### src/hw/rtl/plt_pkg.sv
`timescale 1ns / 1ps
// Package for the positional list table: request and status codes, job descriptor type
// and parameter defaults. No dependencies.
package plt_pkg;

  // Parameter defaults
  localparam int unsigned MAX_LEN_DEF    = 64;
  localparam int unsigned DATA_WIDTH_DEF = 32;

  // Fixed port field widths
  localparam int unsigned FUNC_W   = 2;
  localparam int unsigned POS_W    = 7;
  localparam int unsigned VALUE_W  = 32;
  localparam int unsigned STATUS_W = 2;
  localparam int unsigned FPOS_W   = 6;
  localparam int unsigned LEN_W    = 7;

  // Request kinds
  localparam logic [FUNC_W-1:0] FUNC_INSERT = 2'd0;
  localparam logic [FUNC_W-1:0] FUNC_DELETE = 2'd1;
  localparam logic [FUNC_W-1:0] FUNC_GET    = 2'd2;
  localparam logic [FUNC_W-1:0] FUNC_LOCATE = 2'd3;

  // Status codes
  localparam logic [STATUS_W-1:0] STATUS_OK      = 2'd0;
  localparam logic [STATUS_W-1:0] STATUS_BAD_POS = 2'd1;
  localparam logic [STATUS_W-1:0] STATUS_FULL    = 2'd2;

  // Work the sequencer runs for one request
  typedef enum logic [2:0] {
    JOB_NONE,
    JOB_INS,
    JOB_DEL,
    JOB_GET,
    JOB_LOC
  } job_e;

  typedef struct packed {
    job_e                kind;
    logic [STATUS_W-1:0] status;
    logic                walk;   // insert only: later entries must move up
  } job_t;

endpackage

### src/hw/rtl/plt_ram.sv
`timescale 1ns / 1ps
// Generic simple dual-port RAM: one write port, one registered read port.
// Depends on plt_pkg for parameter defaults.
module plt_ram import plt_pkg::*; #(
  parameter int unsigned WIDTH = DATA_WIDTH_DEF,
  parameter int unsigned DEPTH = MAX_LEN_DEF,
  localparam int unsigned AW   = $clog2(DEPTH)
) (
  input  logic             clk_i,
  input  logic             we_i,
  input  logic [AW-1:0]    waddr_i,
  input  logic [WIDTH-1:0] wdata_i,
  input  logic             re_i,
  input  logic [AW-1:0]    raddr_i,
  output logic [WIDTH-1:0] rdata_o
);

  logic [WIDTH-1:0] mem_q [DEPTH];
  logic [WIDTH-1:0] rdata_q;

  always_ff @(posedge clk_i) begin
    if (we_i) begin
      mem_q[waddr_i] <= wdata_i;
    end
    if (re_i) begin
      rdata_q <= mem_q[raddr_i];
    end
  end

  assign rdata_o = rdata_q;

endmodule

### src/hw/rtl/plt_ctrl.sv
`timescale 1ns / 1ps
// Sequencer of the positional list table: walks the element RAM one entry per cycle
// with one shared address stepper and one equality compare. Depends on plt_pkg.
module plt_ctrl import plt_pkg::*; #(
  parameter int unsigned MAX_LEN    = MAX_LEN_DEF,
  parameter int unsigned DATA_WIDTH = DATA_WIDTH_DEF,
  localparam int unsigned AW        = $clog2(MAX_LEN),
  localparam int unsigned CW        = $clog2(MAX_LEN + 1)
) (
  input  logic                  clk_i,
  input  logic                  rst_ni,
  input  logic                  start_i,
  input  job_t                  job_i,
  input  logic [AW-1:0]         first_i,
  input  logic [AW-1:0]         stop_i,
  input  logic [DATA_WIDTH-1:0] value_i,
  output logic                  busy_o,
  output logic                  done_o,
  output logic [STATUS_W-1:0]   status_o,
  output logic [DATA_WIDTH-1:0] data_o,
  output logic [AW-1:0]         fpos_o,
  output logic                  found_o,
  output logic [CW-1:0]         count_o,
  output logic                  ram_we_o,
  output logic [AW-1:0]         ram_waddr_o,
  output logic [DATA_WIDTH-1:0] ram_wdata_o,
  output logic                  ram_re_o,
  output logic [AW-1:0]         ram_raddr_o,
  input  logic [DATA_WIDTH-1:0] ram_rdata_i
);

  typedef enum logic [1:0] {
    ST_IDLE,
    ST_WALK,
    ST_PUT
  } state_e;

  state_e                state_q;
  job_e                  kind_q;
  logic [STATUS_W-1:0]   status_q;
  logic [AW-1:0]         ptr_q;    // next read address
  logic [AW-1:0]         last_q;   // address of the read in flight
  logic [AW-1:0]         stop_q;
  logic [DATA_WIDTH-1:0] val_q;
  logic [DATA_WIDTH-1:0] data_q;
  logic [AW-1:0]         fpos_q;
  logic                  found_q;
  logic [CW-1:0]         count_q;
  logic                  done_q;
  logic                  more_q;   // reads still to issue
  logic                  pend_q;   // read data arrives this cycle
  logic                  head_q;   // first arriving word of the walk
  logic                  match;

  assign match = (ram_rdata_i == val_q);

  // RAM port control
  always_comb begin
    ram_re_o    = (state_q == ST_WALK) && more_q;
    ram_raddr_o = ptr_q;
    ram_we_o    = 1'b0;
    ram_waddr_o = last_q;
    ram_wdata_o = ram_rdata_i;
    case (state_q)
      ST_WALK: begin
        if (pend_q) begin
          if (kind_q == JOB_INS) begin
            ram_we_o    = 1'b1;
            ram_waddr_o = last_q + AW'(1);
          end else if ((kind_q == JOB_DEL) && !head_q) begin
            ram_we_o    = 1'b1;
            ram_waddr_o = last_q - AW'(1);
          end
        end
      end
      ST_PUT: begin
        ram_we_o    = 1'b1;
        ram_waddr_o = stop_q;
        ram_wdata_o = val_q;
      end
      default: ;
    endcase
  end

  always_ff @(posedge clk_i or negedge rst_ni) begin
    if (!rst_ni) begin
      state_q <= ST_IDLE;
      kind_q  <= JOB_NONE;
      count_q <= '0;
      done_q  <= 1'b0;
      more_q  <= 1'b0;
      pend_q  <= 1'b0;
      head_q  <= 1'b0;
    end else begin
      done_q <= 1'b0;
      case (state_q)
        ST_IDLE: begin
          if (start_i) begin
            kind_q   <= job_i.kind;
            status_q <= job_i.status;
            ptr_q    <= first_i;
            stop_q   <= stop_i;
            val_q    <= value_i;
            data_q   <= '0;
            fpos_q   <= '0;
            found_q  <= 1'b0;
            pend_q   <= 1'b0;
            more_q   <= 1'b1;
            head_q   <= 1'b1;
            case (job_i.kind)
              JOB_NONE: done_q  <= 1'b1;
              JOB_INS:  state_q <= job_i.walk ? ST_WALK : ST_PUT;
              default:  state_q <= ST_WALK;
            endcase
          end
        end
        ST_WALK: begin
          // Issue the next read and step the pointer
          pend_q <= more_q;
          if (more_q) begin
            last_q <= ptr_q;
            if (ptr_q == stop_q) begin
              more_q <= 1'b0;
            end else if (kind_q == JOB_INS) begin
              ptr_q <= ptr_q - AW'(1);
            end else begin
              ptr_q <= ptr_q + AW'(1);
            end
          end
          // Consume the word that arrives
          if (pend_q) begin
            head_q <= 1'b0;
            case (kind_q)
              JOB_DEL: begin
                if (head_q) begin
                  data_q <= ram_rdata_i;
                end
              end
              JOB_GET: data_q <= ram_rdata_i;
              JOB_LOC: begin
                if (match) begin
                  found_q <= 1'b1;
                  fpos_q  <= last_q;
                  done_q  <= 1'b1;
                  state_q <= ST_IDLE;
                end
              end
              default: ;
            endcase
            if (!more_q) begin
              case (kind_q)
                JOB_INS: state_q <= ST_PUT;
                JOB_DEL: begin
                  count_q <= count_q - CW'(1);
                  done_q  <= 1'b1;
                  state_q <= ST_IDLE;
                end
                default: begin
                  done_q  <= 1'b1;
                  state_q <= ST_IDLE;
                end
              endcase
            end
          end
        end
        ST_PUT: begin
          count_q <= count_q + CW'(1);
          done_q  <= 1'b1;
          state_q <= ST_IDLE;
        end
        default: state_q <= ST_IDLE;
      endcase
    end
  end

  assign busy_o   = (state_q != ST_IDLE);
  assign done_o   = done_q;
  assign status_o = status_q;
  assign data_o   = data_q;
  assign fpos_o   = fpos_q;
  assign found_o  = found_q;
  assign count_o  = count_q;

  a_count_bound: assert property (@(posedge clk_i) disable iff (!rst_ni)
    count_q <= CW'(MAX_LEN))
    else $error("element count above capacity");

  a_no_rw_clash: assert property (@(posedge clk_i) disable iff (!rst_ni)
    !(ram_we_o && ram_re_o && (ram_waddr_o == ram_raddr_o)))
    else $error("RAM read and write hit the same entry");

  a_done_idle: assert property (@(posedge clk_i) disable iff (!rst_ni)
    done_q |-> (state_q == ST_IDLE))
    else $error("result strobe while sequencer busy");

  a_count_on_done: assert property (@(posedge clk_i) disable iff (!rst_ni)
    !$stable(count_q) |-> done_q)
    else $error("element count changed without a result");

endmodule

### src/hw/rtl/positional_list_table.sv
`timescale 1ns / 1ps
// Top level of the positional list table: request checks, element RAM and sequencer.
// Depends on plt_pkg, plt_ram and plt_ctrl.
//
//   channel   direction  handshake                 payload
//   request   in         start & !busy             func, position, value
//   result    out        done_o, one cycle strobe  status_o, data_out_o, found_pos_o,
//                                                  found_o, list_length_o
//
// Flow: one request at a time; busy is high from the accept edge until the edge that
// raises done_o. For a rejected request or a locate on an empty list the accept edge
// raises done_o and busy stays low. Get reads one entry; delete returns the entry at
// the position and moves each later entry down one place; insert moves the entries
// from the position on up one place, then writes the value; locate stops at a match.
// While walking, the element RAM takes up to one read and one write per cycle.
// Reset clears the count; RAM entries are never read before being written.
// The receiver cannot stall: each result stays on its outputs until the next request is
// accepted, and a new request may be accepted in the strobe cycle.
module positional_list_table import plt_pkg::*; #(
  parameter int unsigned MAX_LEN    = MAX_LEN_DEF,
  parameter int unsigned DATA_WIDTH = DATA_WIDTH_DEF
) (
  input  logic                clk_i,
  input  logic                rst_ni,
  input  logic                start,
  output logic                busy,
  input  logic [FUNC_W-1:0]   func_i,
  input  logic [POS_W-1:0]    position_i,
  input  logic [VALUE_W-1:0]  value_i,
  output logic                done_o,
  output logic [STATUS_W-1:0] status_o,
  output logic [VALUE_W-1:0]  data_out_o,
  output logic [FPOS_W-1:0]   found_pos_o,
  output logic                found_o,
  output logic [LEN_W-1:0]    list_length_o
);

  localparam int unsigned AW = $clog2(MAX_LEN);
  localparam int unsigned CW = $clog2(MAX_LEN + 1);
  // common width for comparing a request position with the count
  localparam int unsigned PW = (CW > POS_W) ? CW : POS_W;

  job_t                  job;
  logic [AW-1:0]         first_addr;
  logic [AW-1:0]         stop_addr;
  logic [DATA_WIDTH-1:0] value_int;
  logic [CW-1:0]         count;
  logic [PW-1:0]         pos_w;
  logic [PW-1:0]         cnt_w;
  logic [STATUS_W-1:0]   status_int;
  logic [DATA_WIDTH-1:0] data_int;
  logic [AW-1:0]         fpos_int;
  logic                  found_int;

  logic                  ram_we;
  logic [AW-1:0]         ram_waddr;
  logic [DATA_WIDTH-1:0] ram_wdata;
  logic                  ram_re;
  logic [AW-1:0]         ram_raddr;
  logic [DATA_WIDTH-1:0] ram_rdata;

  assign value_int = DATA_WIDTH'(value_i);
  assign pos_w     = PW'(position_i);
  assign cnt_w     = PW'(count);

  // Check the request against the current length and the capacity and pick the walk bounds.
  // Insert walks from the tail down to the position (no walk at the end of the list),
  // delete from the position up to the tail, get reads one entry, locate scans from the head.
  always_comb begin
    job.kind   = JOB_NONE;
    job.status = STATUS_OK;
    job.walk   = 1'b0;
    first_addr = '0;
    stop_addr  = '0;
    case (func_i)
      FUNC_INSERT: begin
        if (pos_w > cnt_w) begin
          job.status = STATUS_BAD_POS;
        end else if (cnt_w == PW'(MAX_LEN)) begin
          job.status = STATUS_FULL;
        end else begin
          job.kind   = JOB_INS;
          job.walk   = (pos_w != cnt_w);
          first_addr = AW'(cnt_w - PW'(1));
          stop_addr  = AW'(pos_w);
        end
      end
      FUNC_DELETE: begin
        if (pos_w >= cnt_w) begin
          job.status = STATUS_BAD_POS;
        end else begin
          job.kind   = JOB_DEL;
          first_addr = AW'(pos_w);
          stop_addr  = AW'(cnt_w - PW'(1));
        end
      end
      FUNC_GET: begin
        if ((pos_w == '0) || (pos_w > cnt_w)) begin
          job.status = STATUS_BAD_POS;
        end else begin
          job.kind   = JOB_GET;
          first_addr = AW'(pos_w - PW'(1));
          stop_addr  = AW'(pos_w - PW'(1));
        end
      end
      FUNC_LOCATE: begin
        // empty list: answer not-found at once
        if (cnt_w != '0) begin
          job.kind  = JOB_LOC;
          stop_addr = AW'(cnt_w - PW'(1));
        end
      end
      default: ;
    endcase
  end

  plt_ctrl #(
    .MAX_LEN    (MAX_LEN),
    .DATA_WIDTH (DATA_WIDTH)
  ) u_ctrl (
    .clk_i       (clk_i),
    .rst_ni      (rst_ni),
    .start_i     (start),
    .job_i       (job),
    .first_i     (first_addr),
    .stop_i      (stop_addr),
    .value_i     (value_int),
    .busy_o      (busy),
    .done_o      (done_o),
    .status_o    (status_int),
    .data_o      (data_int),
    .fpos_o      (fpos_int),
    .found_o     (found_int),
    .count_o     (count),
    .ram_we_o    (ram_we),
    .ram_waddr_o (ram_waddr),
    .ram_wdata_o (ram_wdata),
    .ram_re_o    (ram_re),
    .ram_raddr_o (ram_raddr),
    .ram_rdata_i (ram_rdata)
  );

  // Element store
  plt_ram #(
    .WIDTH (DATA_WIDTH),
    .DEPTH (MAX_LEN)
  ) u_store (
    .clk_i   (clk_i),
    .we_i    (ram_we),
    .waddr_i (ram_waddr),
    .wdata_i (ram_wdata),
    .re_i    (ram_re),
    .raddr_i (ram_raddr),
    .rdata_o (ram_rdata)
  );

  // Fit internal widths to the result fields
  assign status_o      = status_int;
  assign data_out_o    = VALUE_W'(data_int);
  assign found_pos_o   = FPOS_W'(fpos_int);
  assign found_o       = found_int;
  assign list_length_o = LEN_W'(count);

endmodule
### config.mk
export PLATFORM = sky130hd
export DESIGN_NAME = positional_list_table
export DESIGN_NICKNAME = d
export VERILOG_FILES = /design/src/hw/rtl/plt_pkg.sv /design/src/hw/rtl/plt_ram.sv /design/src/hw/rtl/plt_ctrl.sv /design/src/hw/rtl/positional_list_table.sv
export SDC_FILE = /design/constraint.sdc
export NUM_CORES = 2
export LEC_CHECK = 0
export BUFFER_PORTS_ARGS = -buffer_cell sky130_fd_sc_hd__buf_2
export CAP_MARGIN = 20
export CORE_MARGIN = 1
export CORE_UTILIZATION = 60
export DETAILED_ROUTE_END_ITERATION = 10
export PLACE_DENSITY_LB_ADDON = 0.2
export SLEW_MARGIN = 20
export SYNTH_ARGS = -nofsm -noshare
export SYNTH_HDL_FRONTEND = slang
export SYNTH_SLANG_ARGS = --single-unit
### constraint.sdc
create_clock -name clk_i -period 11.68 [get_ports clk_i]
set_input_delay 0 -clock clk_i [delete_from_list [all_inputs] [get_ports clk_i]]
set_output_delay 0 -clock clk_i [all_outputs]
set_load 0.02 [all_outputs]
After elaboration in Yosys (flattened, before gate mapping)
Memory sizes are Yosys's and may differ from the RTL's. A register that Yosys moved wholly into a read port is not among the register bits.
Cells that the tools add are included.
- register bits: 107
- RAM bits: 2048
- input port bits: 44
- output and inout bits: 50
- word-level logic and storage cells: 157
- memories kept: 1
- add/subtract/negate cells: 7
- magnitude comparators: 2
- equal/unequal tests: 27
- mux-type cells: 83
- reduce and logical (&&, ||, !) cells: 22
- memories (memory ; words ; bits a word ; rd ports ; clocked after memory_dff ; write ports ; RTL line ; source):
    u_store.mem_q ; 64 ; 32 ; 1 ; 1 ; 1 ; plt_ram.sv:18 ; logic [WIDTH-1:0] mem_q [DEPTH];
- operator list (operator ; count):
    $mux W32 ; 4
    $pmux W32 S2 ; 2
    $mux W6 ; 19
    $pmux W6 S2 ; 3
    $eq A32 B32 Y1 ; 1
    $mux W1 ; 27
    $pmux W6 S4 ; 1
    $mux W2 ; 11
    $mux W7 ; 3
    $pmux W6 S3 ; 1
    $sub A6 B1 Y6 const B ; 3
    $pmux W7 S2 ; 1
    $add A6 B1 Y6 const B ; 2
    $ne A2 B2 Y1 const B ; 6
    $pmux W3 S4 ; 1
    $reduce_and A6 Y1 ; 2
    $pmux W1 S2 ; 5
    $reduce_and A5 Y1 ; 2
    $ne A3 B3 Y1 const B ; 3
    $reduce_and A3 Y1 ; 3
    $pmux W2 S2 ; 2
    $add A7 B1 Y7 const B ; 1
    $eq A7 B7 Y1 const B ; 1
    $ge A7 B7 Y1 ; 1
    other kinds (24) ; 36

Logic depth before layout (Yosys ltp)
- word-level depth: 8
- gate-level depth with buffers: 13

Modules after synthesis
From an unflattened synthesis, not the netlist that was laid out.
- cells, all modules: 3870
- area total of the unflattened synthesis: 85102.9 um^2
- modules (own cells, without submodules) (module ; instances ; cells an instance ; area each (um^2)):
    plt_ram ; 1 ; 3323 ; 78830.6
    plt_ctrl ; 1 ; 426 ; 5476.5
    positional_list_table ; 1 ; 121 ; 795.8

Least setup slack after synthesis
OpenSTA, ideal clock, no wires.
- kind: flip-flop to flip-flop
- from: register u_ctrl.state_q[0]
- to: memory u_store.mem_q[39][0] in the netlist's numbering, enable pin
- setup time: 0.502 ns
- arrival time: 5.095 ns
- required time: 11.178 ns
- slack: 6.084 ns
- stages on the path, launching flop included: 9
- path buffers: 2
- cell sequence: dfrtp_1 > inv_1 > ha_1 > clkbuf_1 > clkbuf_1 > o21ai_0 > a32oi_1 > nand4_4 > nor4_1
- longest elaborated chain between the ends: 4
- elaborated cells on any way between the ends: 6
- those cells by class: eq/ne: 2; mux: 4
- ends and longest elaborated chain (element ; RTL line ; source):
    start, declared ; plt_ctrl.sv:38 ; state_e state_q;
    start signal, assigned ; plt_ctrl.sv:112 ; JOB_INS: state_q <= job_i.walk ? ST_WALK : ST_PUT;
    $eq A2 B2 Y1 / $eq A2 B1 Y1 (equally long branches) ; plt_ctrl.sv:64 ; case (state_q)
    $pmux W1 S2 ; plt_ctrl.sv:64 ;
    $mux W1 ; plt_ram.sv:22 ; if (we_i) begin
    $mux W1 (implied by the code) ; plt_ram.sv:23 ; mem_q[waddr_i] <= wdata_i;
    end, declared ; plt_ram.sv:18 ;
Several ways; a longest one is shown, not always the timed one.

Worst setup path in the final report
- from: register u_ctrl.state_q[1]
- to: memory u_store.mem_q[32][14] in the netlist's numbering, enable pin
Same word-level chain as after synthesis.

==> impl_metrics.csv <==
group,metric,value,unit
cts,cts_buffer_depth,3,
global_routing,antenna_found_initial,4,
place,dp.cells,5498,
yosys,syn_inst,3614,
critical_path,path_buf_inv,4,
run_status,outcome,"complete, no violations",
final_layout,final_common_cell,"edfxtp_1",
routing,routed_wl,212,mm
cts,postCtsSetupBuffers,0,
sta,hold_violations,0,
place,place.gp.congestion,0.858,
die,dieArea,0.143,mm^2
sta,finalSetupViolCount,0,
sta,maxSlewViolCount,0,
routing,drtPass1Iterations,6,
final_layout,area_growth,12.6,%
routing,detail_route.iter0.violations,5747,
cts,root_buffer,"clkbuf_16",
sta,hold_slack,0.0848,ns
sta,relSlewSlack,22.1,%
pwr,p_leak,0.0299,uW
cts,numCtsBuffers,209,
critical_path,crit_fanout,53,
die,initial_core_util,60.8,%
critical_path,crit_family,"buffers and inverters",
global_routing,grt_pass1_wl,299,mm
critical_path,required,12.13,ns
place,dpl-instance-area,0.0883,mm^2
critical_path,crit_top_cell,"buf_4",
sta,rsz0062_at_grt,"false",
critical_path,start_kind,"register",
yosys,ys_seq_area_share,77.1,%
routing,ant_nets,0,
place,port_buffers,93,
yosys,synth_nets,3680,
pwr,power_density,239,mW/mm^2
sta,fin_worst_skew,0.0295,ns
sta,max_freq,203,MHz
cts,cts-htree-levels,4,
final_layout,multiInputGateArea,0.0190,mm^2
routing,viasPerCell,6.85,
sta,fin_crit_sh,42.2,%
die,die_h,379,um
critical_path,crit_path_max_incr_delay,0.71,ns
die,die_w,379,um
cts,clock-sinks,2187,
global_routing,grt_pass1_vias,41400,
die,core_region_area,0.140,mm^2
final_layout,final_nets,3983,
critical_path,slowest_stage,"clkinv_1",
cts,cts_tree,"yes",
routing,drcViolationCount,0,
final_layout,layout-drive-gt1-share,30.6,%
cts,path_clk_slew,0.06,ns
final_layout,fin_cells,5971,
cts,worstSkewPairLatency,0.85,ns
yosys,async_flop_share,0.732,%
critical_path,worstSetupPathType,"reg2reg",
yosys,synth_edf_count,2171,
final_layout,final_cell_mix,"edfxtp_1, mux4_2, clkbuf_16",
pwr,irDropWorstVdd,0.270,mV
sta,fin_crit,4.93,ns
yosys,ys.warnings.count,0,
final_layout,finish.instance_area,0.0958,mm^2
die,ios,94,
global_routing,grt-ovfl-total,0,
global_routing,track_usage,30.2,%
critical_path,cp-end-kind,"register",
yosys,ys_ff_latch,2187,
routing,post_drt_wl_per_cell,35.4,um
critical_path,crit_chain,"inv_1 > ha_2 > buf_4 > clkinv_1 > nor2_1 > nand2_1 > o32ai_1 > nand4_1 > nor3_2 > buf_4",
sta,worst_slew_pin_slew,1.17,ns
worst_hold_path,hold_path_class,"in2reg",
final_layout,seq_area,0.0656,mm^2
routing,vias,40900,
critical_path,arrival,5.38,ns
yosys,synth_cell_type_count,72,
sta,tns,0,ns
yosys,syn_area,0.0851,mm^2
job,drv_cap,0,
yosys,synth_top_flop_cell,"edfxtp_1",
die,num_rows,137,
yosys,postSynthAreaPerCell,23.5,um^2
final_layout,nFillCells,8309,
place,dp_hpwl,110,mm
global_routing,grt_max_degree,163,
final_layout,utilization,68.4,%
==> layout make-up <==
| class | instances | area share [%] |
|---|---|---|
| well taps | 1876 | 2.45 |
| multi-input cells | 1210 | 19.9 |
| repair buffers | 277 | 2.26 |
| diodes | 2 | 0.00522 |
| clock inverters | 116 | 1.02 |
| clock buffers | 271 | 5.81 |
| inverters | 32 | 0.131 |
| flip-flops and latches | 2187 | 68.5 |
==> through the flow <==
step / total power (uW) / setup WS, ns
after floorplan: 14300 / 6.08
after global placement: 16300 / 6.85
after detailed placement: 16500 / 6.75
after CTS: 23000 / 6.69
after global routing: 23600 / 6.44
final: 22900 / 6.75
==> kinds of logic after synthesis <==
group	count (synthesis)	synth area share, %
compound gates	149	1.20
xor+xnor	54	0.556
fa+ha+maj	22	0.332
buf+inv	217	1.13
flops	2187	77.1
mux	705	17.9
simple gates	280	1.76
==> layer usage <==
| layer | track usage, % | wire, um | part of all wire, % |
|---|---|---|---|
| met1 | 41.3 | 77400 | 37 |
| met2 | 47.8 | 103000 | 49 |
| met3 | 7.00 | 22300 | 11 |
| met4 | 12.3 | 8780 | 4.1 |
| met5 | 0 | 11 | 0.0052 |
==> repair_timing <==
action | in CTS | in global routing
endpoints found under the hold margin | 103 | 0
endpoints found under the setup margin | 0 | 0
hold buffers | 83 | 0
gates resized for setup | 0 | 0
==> flip-flops by register name (all words and copies together) (netlist names) <==
name and count:
u_store.mem_q 2048, u_ctrl.data_o 32, u_ctrl.val_q 32, u_store.rdata_o 32, u_ctrl.count_o 7, u_ctrl.fpos_o 6
u_ctrl.last_q 6, u_ctrl.ram_raddr_o 6, u_ctrl.stop_q 6, u_ctrl.kind_q 3, u_ctrl.state_q 2, u_ctrl.status_o 2
u_ctrl.done_o 1, u_ctrl.found_o 1, u_ctrl.head_q 1, u_ctrl.more_q 1, u_ctrl.pend_q 1
==> cell usage after synthesis, drive strengths merged, types with 30 or more instances <==
master     n  area [um^2]
inv       30          118
mux4     652        14700
and2      41          257
nor3      59          305
mux2      36          405
a21oi     34          170
xnor2     34          298
buf       97          505
clkbuf    88          332
nor2      34          128
edfxtp  2171        65200
nand2     56          210
==> report_power, final <==
part | internal, uW | leakage (uW) | total [uW] | switching (uW)
sequential | 10300 | 0.0197 | 10500 | 201
combinational | 2110 | 0.00693 | 5990 | 3880
clock | 3660 | 0.00320 | 6490 | 2820
==> path summary, 6_finish.rpt <==
| kind | from | cells after the start | slack (ns) | to |
|---|---|---|---|---|
| setup / recovery | u_ctrl.state_q[1] | 10 | 6.75 | u_store.mem_q[32][14] |
| hold / removal | value_i[7] | 2 | 0.08 | u_ctrl.val_q[7] |
| setup reg to reg | u_ctrl.state_q[1] | 10 | 6.75 | u_store.mem_q[32][14] |
| hold reg to reg | u_ctrl.kind_q[2] | 2 | 0.59 | u_ctrl.kind_q[2] |
| max in group asynchronous | rst_ni | 3 | 10.77 | u_ctrl.kind_q[1] |
| min in group asynchronous | rst_ni | 3 | 0.41 | u_ctrl.count_o[3] |
Power figures use the tool's default switching activity.
